`config.mk`:
```
export PLATFORM = sky130hd
export DESIGN_NAME = life_rle_run_decoder
export DESIGN_NICKNAME = d
export VERILOG_FILES = /design/src/hw/rtl/life_rle_pkg.sv /design/src/hw/rtl/life_rle_remainder.sv /design/src/hw/rtl/life_rle_run_decoder.sv
export SDC_FILE = /design/constraint.sdc
export NUM_CORES = 2
export LEC_CHECK = 0
export BUFFER_PORTS_ARGS = -buffer_cell sky130_fd_sc_hd__buf_2
export CELL_PAD_IN_SITES_DETAIL_PLACEMENT = 2
export CELL_PAD_IN_SITES_GLOBAL_PLACEMENT = 2
export CORE_UTILIZATION = 35
export CTS_CLUSTER_SIZE = 28
export DETAILED_ROUTE_END_ITERATION = 10
export PLACE_DENSITY = 0.75
export SLEW_MARGIN = 25
export SYNTH_ARGS = -nofsm -noshare
export SYNTH_HDL_FRONTEND = slang
export SYNTH_SLANG_ARGS = --single-unit
```
`constraint.sdc`:
```
create_clock -name clk -period 13.8 [get_ports clk]
set_input_delay 0.69 -clock clk [delete_from_list [all_inputs] [get_ports clk]]
set_output_delay 0.69 -clock clk [all_outputs]
set_load 0.03 [all_outputs]
```
`src/hw/rtl/life_rle_pkg.sv`:
```
// ----------------------------------------------------------------------------
// life_rle_pkg
// Shared widths, character codes and status codes for the run decoder.
// ----------------------------------------------------------------------------
package life_rle_pkg;

    // largest grid the decoder addresses
    localparam int MAX_WIDTH  = 256;
    localparam int MAX_HEIGHT = 256;

    // port and state widths
    localparam int CFG_W     = 9;
    localparam int CFG_IDX_W = 1;
    localparam int CHAR_W    = 8;
    localparam int POS_W     = 17;
    localparam int START_W   = 16;
    localparam int LEN_W     = 17;
    localparam int COUNT_W   = 17;
    localparam int STATUS_W  = 2;

    // effective grid dimensions and column remainders
    localparam int DIM_W  = $clog2(MAX_WIDTH + 1);
    localparam int HDIM_W = $clog2(MAX_HEIGHT + 1);
    localparam int COL_W  = (MAX_WIDTH > 1) ? $clog2(MAX_WIDTH) : 1;

    // run count saturates here
    localparam logic [COUNT_W-1:0] COUNT_LIMIT = COUNT_W'(65536);

    // configuration register indexes
    localparam logic [CFG_IDX_W-1:0] REG_GRID_WIDTH  = 1'b0;
    localparam logic [CFG_IDX_W-1:0] REG_GRID_HEIGHT = 1'b1;
    localparam logic [CFG_W-1:0]     GRID_RESET      = CFG_W'(8);

    // character codes
    localparam logic [CHAR_W-1:0] CH_DEAD = 8'h62;  // b
    localparam logic [CHAR_W-1:0] CH_LIVE = 8'h6F;  // o
    localparam logic [CHAR_W-1:0] CH_EOL  = 8'h24;  // $
    localparam logic [CHAR_W-1:0] CH_END  = 8'h21;  // !
    localparam logic [CHAR_W-1:0] CH_LF   = 8'h0A;
    localparam logic [CHAR_W-1:0] CH_CR   = 8'h0D;
    localparam logic [CHAR_W-1:0] CH_ZERO = 8'h30;
    localparam logic [CHAR_W-1:0] CH_NINE = 8'h39;

    // result status codes
    localparam logic [STATUS_W-1:0] ST_OK       = 2'd0;
    localparam logic [STATUS_W-1:0] ST_BAD_CHAR = 2'd1;
    localparam logic [STATUS_W-1:0] ST_CLAMPED  = 2'd2;

    // status of the serial remainder unit
    typedef struct packed {
        logic busy;
        logic done;
    } rem_status_t;

endpackage

```
`src/hw/rtl/life_rle_remainder.sv`:
```
// ----------------------------------------------------------------------------
// life_rle_remainder
// Serial restoring remainder unit: reduces the cell position and the run
// count modulo a new grid width, one dividend bit per cycle for both.
// ----------------------------------------------------------------------------
module life_rle_remainder
(
    input  logic                             clk,
    input  logic                             rst_n,
    input  logic                             start,
    input  logic [life_rle_pkg::POS_W-1:0]   dividend_a,
    input  logic [life_rle_pkg::POS_W-1:0]   dividend_b,
    input  logic [life_rle_pkg::DIM_W-1:0]   divisor,
    output life_rle_pkg::rem_status_t        stat,
    output logic [life_rle_pkg::COL_W-1:0]   rem_a,
    output logic [life_rle_pkg::COL_W-1:0]   rem_b
);
    import life_rle_pkg::*;

    localparam int STEP_W  = $clog2(POS_W + 1);
    localparam int TRIAL_W = COL_W + 1;

    logic [STEP_W-1:0]  step_reg;
    logic               busy_reg;
    logic               done_reg;
    logic [POS_W-1:0]   sh_a_reg;
    logic [POS_W-1:0]   sh_b_reg;
    logic [COL_W-1:0]   r_a_reg;
    logic [COL_W-1:0]   r_b_reg;

    logic [TRIAL_W-1:0] trial_a;
    logic [TRIAL_W-1:0] trial_b;
    logic [TRIAL_W-1:0] div_ext;
    logic [COL_W-1:0]   r_a_next;
    logic [COL_W-1:0]   r_b_next;

    always_comb
    begin
        div_ext  = TRIAL_W'(divisor);
        trial_a  = {r_a_reg, sh_a_reg[POS_W-1]};
        trial_b  = {r_b_reg, sh_b_reg[POS_W-1]};
        r_a_next = (trial_a >= div_ext) ? COL_W'(trial_a - div_ext) : COL_W'(trial_a);
        r_b_next = (trial_b >= div_ext) ? COL_W'(trial_b - div_ext) : COL_W'(trial_b);
    end

    always_ff @(posedge clk or negedge rst_n)
    begin
        if (!rst_n)
        begin
            busy_reg <= 1'b0;
            done_reg <= 1'b0;
            step_reg <= '0;
        end
        else
        begin
            done_reg <= 1'b0;
            if (start)
            begin
                busy_reg <= 1'b1;
                step_reg <= STEP_W'(POS_W);
            end
            else if (busy_reg)
            begin
                step_reg <= step_reg - STEP_W'(1);
                if (step_reg == STEP_W'(1))
                begin
                    busy_reg <= 1'b0;
                    done_reg <= 1'b1;
                end
            end
        end
    end

    always_ff @(posedge clk)
    begin
        if (start)
        begin
            sh_a_reg <= dividend_a;
            sh_b_reg <= dividend_b;
            r_a_reg  <= '0;
            r_b_reg  <= '0;
        end
        else if (busy_reg)
        begin
            sh_a_reg <= {sh_a_reg[POS_W-2:0], 1'b0};
            sh_b_reg <= {sh_b_reg[POS_W-2:0], 1'b0};
            r_a_reg  <= r_a_next;
            r_b_reg  <= r_b_next;
        end
    end

    assign stat.busy = busy_reg;
    assign stat.done = done_reg;
    assign rem_a     = r_a_reg;
    assign rem_b     = r_b_reg;

endmodule

```
`src/hw/rtl/life_rle_run_decoder.sv`:
```
// ----------------------------------------------------------------------------
// life_rle_run_decoder
// Decodes the body of a run-length coded cell pattern into runs of cells.
// ----------------------------------------------------------------------------
// Usage:
//   character / char_valid / char_stall carry one byte of the pattern body
//   per item. Digits build a count; b and o give a run of dead or live cells,
//   $ ends rows, ! fills the rest of the grid and ends the pattern.
//   Runs leave on run_valid / run_stall as cell_value, start_index,
//   run_length, status and pattern_end; an item gives zero or one run.
//   grid_width (index 0) and grid_height (index 1) are written through
//   cfg_write_en / cfg_index / cfg_data while the block is idle.
// Timing:
//   one item per cycle sustained unless run_stall or the remainder unit holds;
//   a decoded item leaves the input register as its run enters run_valid.
//   A grid_width write reduces the position and count modulo the new width
//   in a serial remainder unit; char_stall is high until the results return.
// Reset:
//   the grid returns to 8 by 8 and all decoding state clears at once.
// Stalls:
//   while run_stall holds the output register, one more item can wait in
//   the input register; after that char_stall rises.
// ----------------------------------------------------------------------------
module life_rle_run_decoder
(
    input  logic                                 clk,
    input  logic                                 rst_n,
    input  logic                                 char_valid,
    output logic                                 char_stall,
    input  logic [life_rle_pkg::CHAR_W-1:0]      character,
    input  logic                                 cfg_write_en,
    input  logic [life_rle_pkg::CFG_IDX_W-1:0]   cfg_index,
    input  logic [life_rle_pkg::CFG_W-1:0]       cfg_data,
    output logic                                 run_valid,
    input  logic                                 run_stall,
    output logic                                 cell_value,
    output logic [life_rle_pkg::START_W-1:0]     start_index,
    output logic [life_rle_pkg::LEN_W-1:0]       run_length,
    output logic [life_rle_pkg::STATUS_W-1:0]    status,
    output logic                                 pattern_end
);
    import life_rle_pkg::*;

    localparam int DIGIT_W = 4;
    localparam int WANT_W  = COUNT_W + DIM_W;
    localparam int CW1     = COL_W + 1;
    localparam int MODV_W  = COL_W + 4;
    localparam int PROD_W  = COUNT_W + 4;

    // configuration
    logic [CFG_W-1:0]    grid_width_reg;
    logic [CFG_W-1:0]    grid_height_reg;
    logic [DIM_W-1:0]    w_eff;
    logic [HDIM_W-1:0]   h_eff;
    logic [POS_W-1:0]    total_reg;

    // decoding state
    logic [COUNT_W-1:0]  count_reg, count_next;
    logic [COL_W-1:0]    cr_reg, cr_next;
    logic [POS_W-1:0]    pos_reg, pos_next;
    logic [COL_W-1:0]    col_reg, col_next;
    logic                rf_reg, rf_next;
    logic                finished_reg, finished_next;
    logic                error_reg, error_next;

    // input register
    logic                a_valid_reg;
    logic [CHAR_W-1:0]   a_char_reg;

    // output register
    logic                run_valid_reg;
    logic                cell_value_reg;
    logic [START_W-1:0]  start_reg;
    logic [LEN_W-1:0]    len_reg;
    logic [STATUS_W-1:0] status_reg;
    logic                end_reg;

    // remainder unit
    rem_status_t         rem_stat;
    logic                rem_start;
    logic [COL_W-1:0]    rem_col;
    logic [COL_W-1:0]    rem_cr;

    // handshake
    logic                hold;
    logic                out_free;
    logic                a_go;

    // datapath
    logic                is_break;
    logic                is_digit;
    logic                is_tag;
    logic [DIGIT_W-1:0]  digit;
    logic [PROD_W-1:0]   prod10;
    logic                sat;
    logic [MODV_W-1:0]   modv;
    logic [MODV_W-1:0]   w_modv;
    logic [COL_W-1:0]    cr_digit;
    logic [COUNT_W-1:0]  n_eff;
    logic [COL_W-1:0]    crn;
    logic [POS_W-1:0]    left;
    logic                bo_clamp;
    logic                bo_reach;
    logic [POS_W-1:0]    bo_len;
    logic [CW1-1:0]      sum_col;
    logic [CW1-1:0]      w_cw1;
    logic [COL_W-1:0]    wrap_col;
    logic [COL_W-1:0]    bo_col;
    logic [COUNT_W-1:0]  nm1;
    logic [WANT_W-1:0]   rows_cells;
    logic [DIM_W-1:0]    tail;
    logic [WANT_W-1:0]   eol_want;
    logic [WANT_W-1:0]   left_ext;
    logic                eol_clamp;
    logic                eol_reach;
    logic                eol_none;
    logic [POS_W-1:0]    eol_len;
    logic [COL_W-1:0]    eol_col;

    logic                produce;
    logic                r_value;
    logic [START_W-1:0]  r_start;
    logic [LEN_W-1:0]    r_len;
    logic [STATUS_W-1:0] r_status;
    logic                r_end;

    // ---------------- configuration ----------------

    always_ff @(posedge clk or negedge rst_n)
    begin
        if (!rst_n)
        begin
            grid_width_reg  <= GRID_RESET;
            grid_height_reg <= GRID_RESET;
        end
        else if (cfg_write_en)
        begin
            unique case (cfg_index)
                REG_GRID_WIDTH:  grid_width_reg  <= cfg_data;
                REG_GRID_HEIGHT: grid_height_reg <= cfg_data;
            endcase
        end
    end

    always_comb
    begin
        if (grid_width_reg == '0)
            w_eff = DIM_W'(1);
        else if (int'(grid_width_reg) > MAX_WIDTH)
            w_eff = DIM_W'(MAX_WIDTH);
        else
            w_eff = DIM_W'(grid_width_reg);

        if (grid_height_reg == '0)
            h_eff = HDIM_W'(1);
        else if (int'(grid_height_reg) > MAX_HEIGHT)
            h_eff = HDIM_W'(MAX_HEIGHT);
        else
            h_eff = HDIM_W'(grid_height_reg);
    end

    always_ff @(posedge clk or negedge rst_n)
    begin
        if (!rst_n)
            total_reg <= POS_W'(GRID_RESET) * POS_W'(GRID_RESET);
        else
            total_reg <= POS_W'(w_eff) * POS_W'(h_eff);
    end

    // a new width invalidates the column and the count remainder
    assign rem_start = cfg_write_en && (cfg_index == REG_GRID_WIDTH);

    life_rle_remainder u_rem
    (
        .clk        (clk),
        .rst_n      (rst_n),
        .start      (rem_start),
        .dividend_a (pos_reg),
        .dividend_b (count_reg),
        .divisor    (w_eff),
        .stat       (rem_stat),
        .rem_a      (rem_col),
        .rem_b      (rem_cr)
    );

    // ---------------- handshake ----------------

    assign hold       = rem_stat.busy || rem_stat.done;
    assign out_free   = !run_valid_reg || !run_stall;
    assign a_go       = a_valid_reg && !hold && out_free;
    assign char_stall = hold || (a_valid_reg && !out_free);

    always_ff @(posedge clk or negedge rst_n)
    begin
        if (!rst_n)
            a_valid_reg <= 1'b0;
        else if (char_valid && !char_stall)
            a_valid_reg <= 1'b1;
        else if (a_go)
            a_valid_reg <= 1'b0;
    end

    always_ff @(posedge clk)
    begin
        if (char_valid && !char_stall)
            a_char_reg <= character;
    end

    // ---------------- run arithmetic ----------------

    always_comb
    begin
        is_break = (a_char_reg == CH_LF) || (a_char_reg == CH_CR);
        is_digit = (a_char_reg >= CH_ZERO) && (a_char_reg <= CH_NINE);
        is_tag   = (a_char_reg == CH_DEAD) || (a_char_reg == CH_LIVE);
        digit    = DIGIT_W'(a_char_reg - CH_ZERO);

        // count * 10 + digit, saturating
        prod10 = {count_reg, 3'b000} + PROD_W'({count_reg, 1'b0}) + PROD_W'(digit);
        sat    = prod10 > PROD_W'(COUNT_LIMIT);

        // remainder of the count by the width, kept one digit at a time
        modv     = MODV_W'(cr_reg) * MODV_W'(10) + MODV_W'(digit);
        w_modv   = MODV_W'(w_eff);
        cr_digit = COL_W'(modv);
        for (int k = 1; k <= 9; k++)
        begin
            if (modv >= MODV_W'(k) * w_modv)
                cr_digit = COL_W'(modv - MODV_W'(k) * w_modv);
        end

        n_eff = (count_reg == '0) ? COUNT_W'(1) : count_reg;
        if (count_reg != '0)
            crn = cr_reg;
        else if (w_eff == DIM_W'(1))
            crn = '0;
        else
            crn = COL_W'(1);

        left = (total_reg > pos_reg) ? (total_reg - pos_reg) : '0;

        // b and o
        bo_clamp = n_eff > left;
        bo_reach = n_eff >= left;
        bo_len   = bo_clamp ? left : n_eff;
        sum_col  = CW1'(col_reg) + CW1'(crn);
        w_cw1    = CW1'(w_eff);
        wrap_col = (sum_col >= w_cw1) ? COL_W'(sum_col - w_cw1) : COL_W'(sum_col);
        if (bo_len == '0)
            bo_col = col_reg;
        else if (bo_reach)
            bo_col = '0;
        else
            bo_col = wrap_col;

        // $: rest of this row unless cells just filled it, then count-1 rows
        nm1        = n_eff - COUNT_W'(1);
        rows_cells = WANT_W'(nm1) * WANT_W'(w_eff);
        tail       = rf_reg ? '0 : DIM_W'(w_eff - DIM_W'(col_reg));
        eol_want   = rows_cells + WANT_W'(tail);
        left_ext   = WANT_W'(left);
        eol_clamp  = eol_want > left_ext;
        eol_reach  = eol_want >= left_ext;
        eol_none   = eol_want == '0;
        eol_len    = eol_clamp ? left : POS_W'(eol_want);
        if (eol_len == '0)
            eol_col = col_reg;
        else if (eol_reach || !rf_reg)
            eol_col = '0;
        else
            eol_col = col_reg;
    end

    // ---------------- item decode ----------------

    always_comb
    begin
        produce       = 1'b0;
        r_value       = 1'b0;
        r_start       = '0;
        r_len         = '0;
        r_status      = ST_OK;
        r_end         = 1'b0;
        count_next    = count_reg;
        cr_next       = cr_reg;
        pos_next      = pos_reg;
        col_next      = col_reg;
        rf_next       = rf_reg;
        finished_next = finished_reg;
        error_next    = error_reg;

        if (!finished_reg && !is_break)
        begin
            priority if (error_reg)
            begin
                produce  = 1'b1;
                r_status = ST_BAD_CHAR;
            end
            else if (is_digit)
            begin
                count_next = sat ? COUNT_LIMIT : COUNT_W'(prod10);
                // a saturated count always reaches the grid end, so its remainder is unused
                cr_next    = sat ? '0 : cr_digit;
            end
            else if (is_tag)
            begin
                produce    = 1'b1;
                r_value    = (a_char_reg == CH_LIVE);
                r_len      = LEN_W'(bo_len);
                r_start    = (bo_len == '0) ? '0 : START_W'(pos_reg);
                r_status   = bo_clamp ? ST_CLAMPED : ST_OK;
                count_next = '0;
                cr_next    = '0;
                pos_next   = pos_reg + bo_len;
                col_next   = bo_col;
                rf_next    = (bo_len != '0) && (bo_col == '0);
            end
            else if (a_char_reg == CH_EOL)
            begin
                count_next = '0;
                cr_next    = '0;
                rf_next    = 1'b0;
                if (!eol_none)
                begin
                    produce  = 1'b1;
                    r_len    = LEN_W'(eol_len);
                    r_start  = (eol_len == '0) ? '0 : START_W'(pos_reg);
                    r_status = eol_clamp ? ST_CLAMPED : ST_OK;
                    pos_next = pos_reg + eol_len;
                    col_next = eol_col;
                end
            end
            else if (a_char_reg == CH_END)
            begin
                produce       = 1'b1;
                r_len         = LEN_W'(left);
                r_start       = (left == '0) ? '0 : START_W'(pos_reg);
                r_end         = 1'b1;
                count_next    = '0;
                cr_next       = '0;
                rf_next       = 1'b0;
                pos_next      = pos_reg + left;
                col_next      = (left == '0) ? col_reg : '0;
                finished_next = 1'b1;
            end
            else
            begin
                produce    = 1'b1;
                r_status   = ST_BAD_CHAR;
                error_next = 1'b1;
                count_next = '0;
                cr_next    = '0;
            end
        end
    end

    always_ff @(posedge clk or negedge rst_n)
    begin
        if (!rst_n)
        begin
            count_reg    <= '0;
            cr_reg       <= '0;
            pos_reg      <= '0;
            col_reg      <= '0;
            rf_reg       <= 1'b0;
            finished_reg <= 1'b0;
            error_reg    <= 1'b0;
        end
        else if (rem_stat.done)
        begin
            col_reg <= rem_col;
            cr_reg  <= rem_cr;
        end
        else if (a_go)
        begin
            count_reg    <= count_next;
            cr_reg       <= cr_next;
            pos_reg      <= pos_next;
            col_reg      <= col_next;
            rf_reg       <= rf_next;
            finished_reg <= finished_next;
            error_reg    <= error_next;
        end
    end

    // ---------------- output register ----------------

    always_ff @(posedge clk or negedge rst_n)
    begin
        if (!rst_n)
            run_valid_reg <= 1'b0;
        else if (a_go && produce)
            run_valid_reg <= 1'b1;
        else if (!run_stall)
            run_valid_reg <= 1'b0;
    end

    always_ff @(posedge clk)
    begin
        if (a_go && produce)
        begin
            cell_value_reg <= r_value;
            start_reg      <= r_start;
            len_reg        <= r_len;
            status_reg     <= r_status;
            end_reg        <= r_end;
        end
    end

    assign run_valid   = run_valid_reg;
    assign cell_value  = cell_value_reg;
    assign start_index = start_reg;
    assign run_length  = len_reg;
    assign status      = status_reg;
    assign pattern_end = end_reg;

endmodule

```
==> results.yml <==
synth:
  syn_area_um2: 27000
  yosysSeqAreaShare: 0.1898
  synth.distinct_cells: 88
  synthCells: 3166
  synth_edf_count: 79
  ys_ff_latch: 192
  ys_async_sr_fraction: 0.5052
  syn_nets: 3771
  yosys.area.top_type: "ha_1"
  postSynthAreaPerCell_um2: 8.528
  ys.flop_type: "dfrtp_1"
  synth_top_area_frac: 0.1826
  yosys_warnings: 0
  synth_area_leaders: "ha_1 18%, fa_1 14%, edfxtp_1 8.8%, dfrtp_1 8.7%, nand2_1 4.8%"
routing:
  dr.pass1.iters: 7
  wl_um: 103500
  wire_per_inst_um: 24.38
  routed_via_density: 5.672
  via_count: 24080
  detail-route-antenna-nets: 0
  drcViolationCount: 0
  first_iter_violations: 1181
cells_and_area:
  fill_cells: 8684
  drive_above_1_share: 0.07185
  synthToLayoutAreaGrowth_pct: 8.995
  stdcell_count: 4245
  final_common_cell: "ha_1"
  nNetsFinal: 3807
  diodes: 0
  final_cell_mix: "394 x ha_1, 343 x nand2_1, 293 x inv_1, 289 x nor2_1, 202 x a21oi_1"
timing:
  finalCritPeriodShare: 0.9542
  tightest_slew_ns: 0.9858
  relSlewSlack: 0.3358
  hold_violations: 0
  max_freq_mhz: 75.94
  clock_skew_ns: 0.02153
  min_period_ns: 13.17
  final-setup-viol-count: 0
  maxSlewViolCount: 0
worst_setup_path:
  crit_slowest_cell: "or4_1"
  cp_top_family: "adder cells"
  crit_buf_inv: 6
  endpoint: "pos_reg[15]$_DFFE_PN0P_"
  max_stage_delay_ns: 0.58
  r2r_cells: 47
  r2r_start: "count_reg[11]$_DFFE_PN0P_"
  crit_fanout: 15
  cp.depth: 47
  r2r_setup_slack_ns: 0.63
  crit_start: "count_reg[11]$_DFFE_PN0P_"
  required_ns: 14.16
  r2r_end: "pos_reg[15]$_DFFE_PN0P_"
  critPathLaunchType: "flip-flop"
  arrival_ns: 13.53
  cp-end-kind: "flip-flop"
  critical_path_class: "reg -> reg"
placed_design:
  port_buffers: 61
  dp_hpwl_um: 82480
  place_congestion: 0.9532
  dp_cells: 4213
clocking:
  cts_tree: "done"
  htreeDepth: 4
  cts_buffers: 17
  clk_path_buf_depth: 2
  root_buffer: "clkbuf_16"
  path_clk_slew_ns: 0.09
  cts_hold_buf: 0
  insertion_delay_ns: 0.51
  clkSinkCount: 192
grt:
  grt_pass1_wl_um: 161400
  grt_overflow: 0
  grt_use_total: 0.2692
  grt_max_degree: 62
  antenna_found_initial: 2
  grt_pass1_vias: 27300
floorplan:
  die_y_um: 279.7
  die_w_um: 279.7
  dieArea_um2: 78260
  ios: 62
  core.rowCount: 101
  core_area_um2: 76080
  initial_core_util: 0.3549
run:
  drv_cap: 0
outcome:
  status: "complete, no violations"
worst_hold_path:
  holdCritPathClass: "in -> async"
-- layout make-up --
class / count / area, um2 / area share
well taps: 1030 / 1289 / 0.04379
inverters: 297 / 1115 / 0.03788
clock buffers: 17 / 425.4 / 0.01446
repair buffers: 134 / 863.3 / 0.02934
clock inverters: 15 / 186.4 / 0.006335
flip-flops and latches: 192 / 5124 / 0.1741
multi-input cells: 2560 / 20430 / 0.6941
-- how the worst min path moves through the flow --
stage / start / endpoint / depth (start not counted)
after global routing: rst_n / pos_reg[9]$_DFFE_PN0P_ / 1
final: rst_n / pos_reg[10]$_DFFE_PN0P_ / 1
after detailed placement: grid_width_reg[3]$_DFFE_PN1P_ / grid_width_reg[3]$_DFFE_PN1P_ / 2
after global placement: grid_width_reg[3]$_DFFE_PN1P_ / grid_width_reg[3]$_DFFE_PN1P_ / 2
after floorplan: rst_n / a_valid_reg$_DFFE_PN0P_ / 0
after CTS: rst_n / pos_reg[10]$_DFFE_PN0P_ / 1
-- kinds of logic (layout without fill, tap and decap cells) --
kind of cell,Yosys count,count (layout),synth area share
fa+ha+maj,582,582,0.3220
buf+inv,414,463,0.05820
other cells,2,2,0.0002782
simple gates,1017,1017,0.1765
flops,192,192,0.1898
mux,53,53,0.02044
xor+xnor,203,203,0.06585
compound gates,703,703,0.1670
-- through the flow --
stage	instance area [um2]	setup slack (ns)	TNS (ns)	utilization	hold WS (ns)
2_1_floorplan	27000	1.365	0	-	0.3944
6_report	29430	0.6314	0	0.3868	0.1843
5_1_grt	29430	-0.06095	-0.08019	0.3868	0.2246
4_1_cts	29380	0.1475	0	0.3862	0.1773
3_3_place_gp	28750	0.9000	0	0.3779	0.4677
3_5_place_dp	28770	0.2824	0	0.3781	0.4715
-- metal layers --
layer	routed length [um]	vias to the layer above	track usage
met3	2873	133	0.02519
met5	0	-	0
met2	52000	421	0.4846
met4	2573	0	0.08127
li1	-	11000	-
met1	46040	12520	0.3381
-- Yosys cell counts, types with 85 or more instances --
cell type and instances:
a21o_1 89, xnor2_1 118, a21oi_1 203, inv_1 293
ha_1 394, o21ai_0 131, fa_1 188, nor2_1 290
nand2_1 343, dfrtp_1 94, clkbuf_1 102, xor2_1 85
-- what timing repair did --
| item | 4_1_cts | 5_1_grt |
|---|---|---|
| setup endpoints to repair | 0 | 4 |
| hold endpoints to repair | 0 | 0 |
| setup buffers | 0 | 0 |
| resized for setup | 0 | 7 |
Power is not shown: default switching activity piles up to over one toggle a cycle in this logic, so the estimate is an artifact.
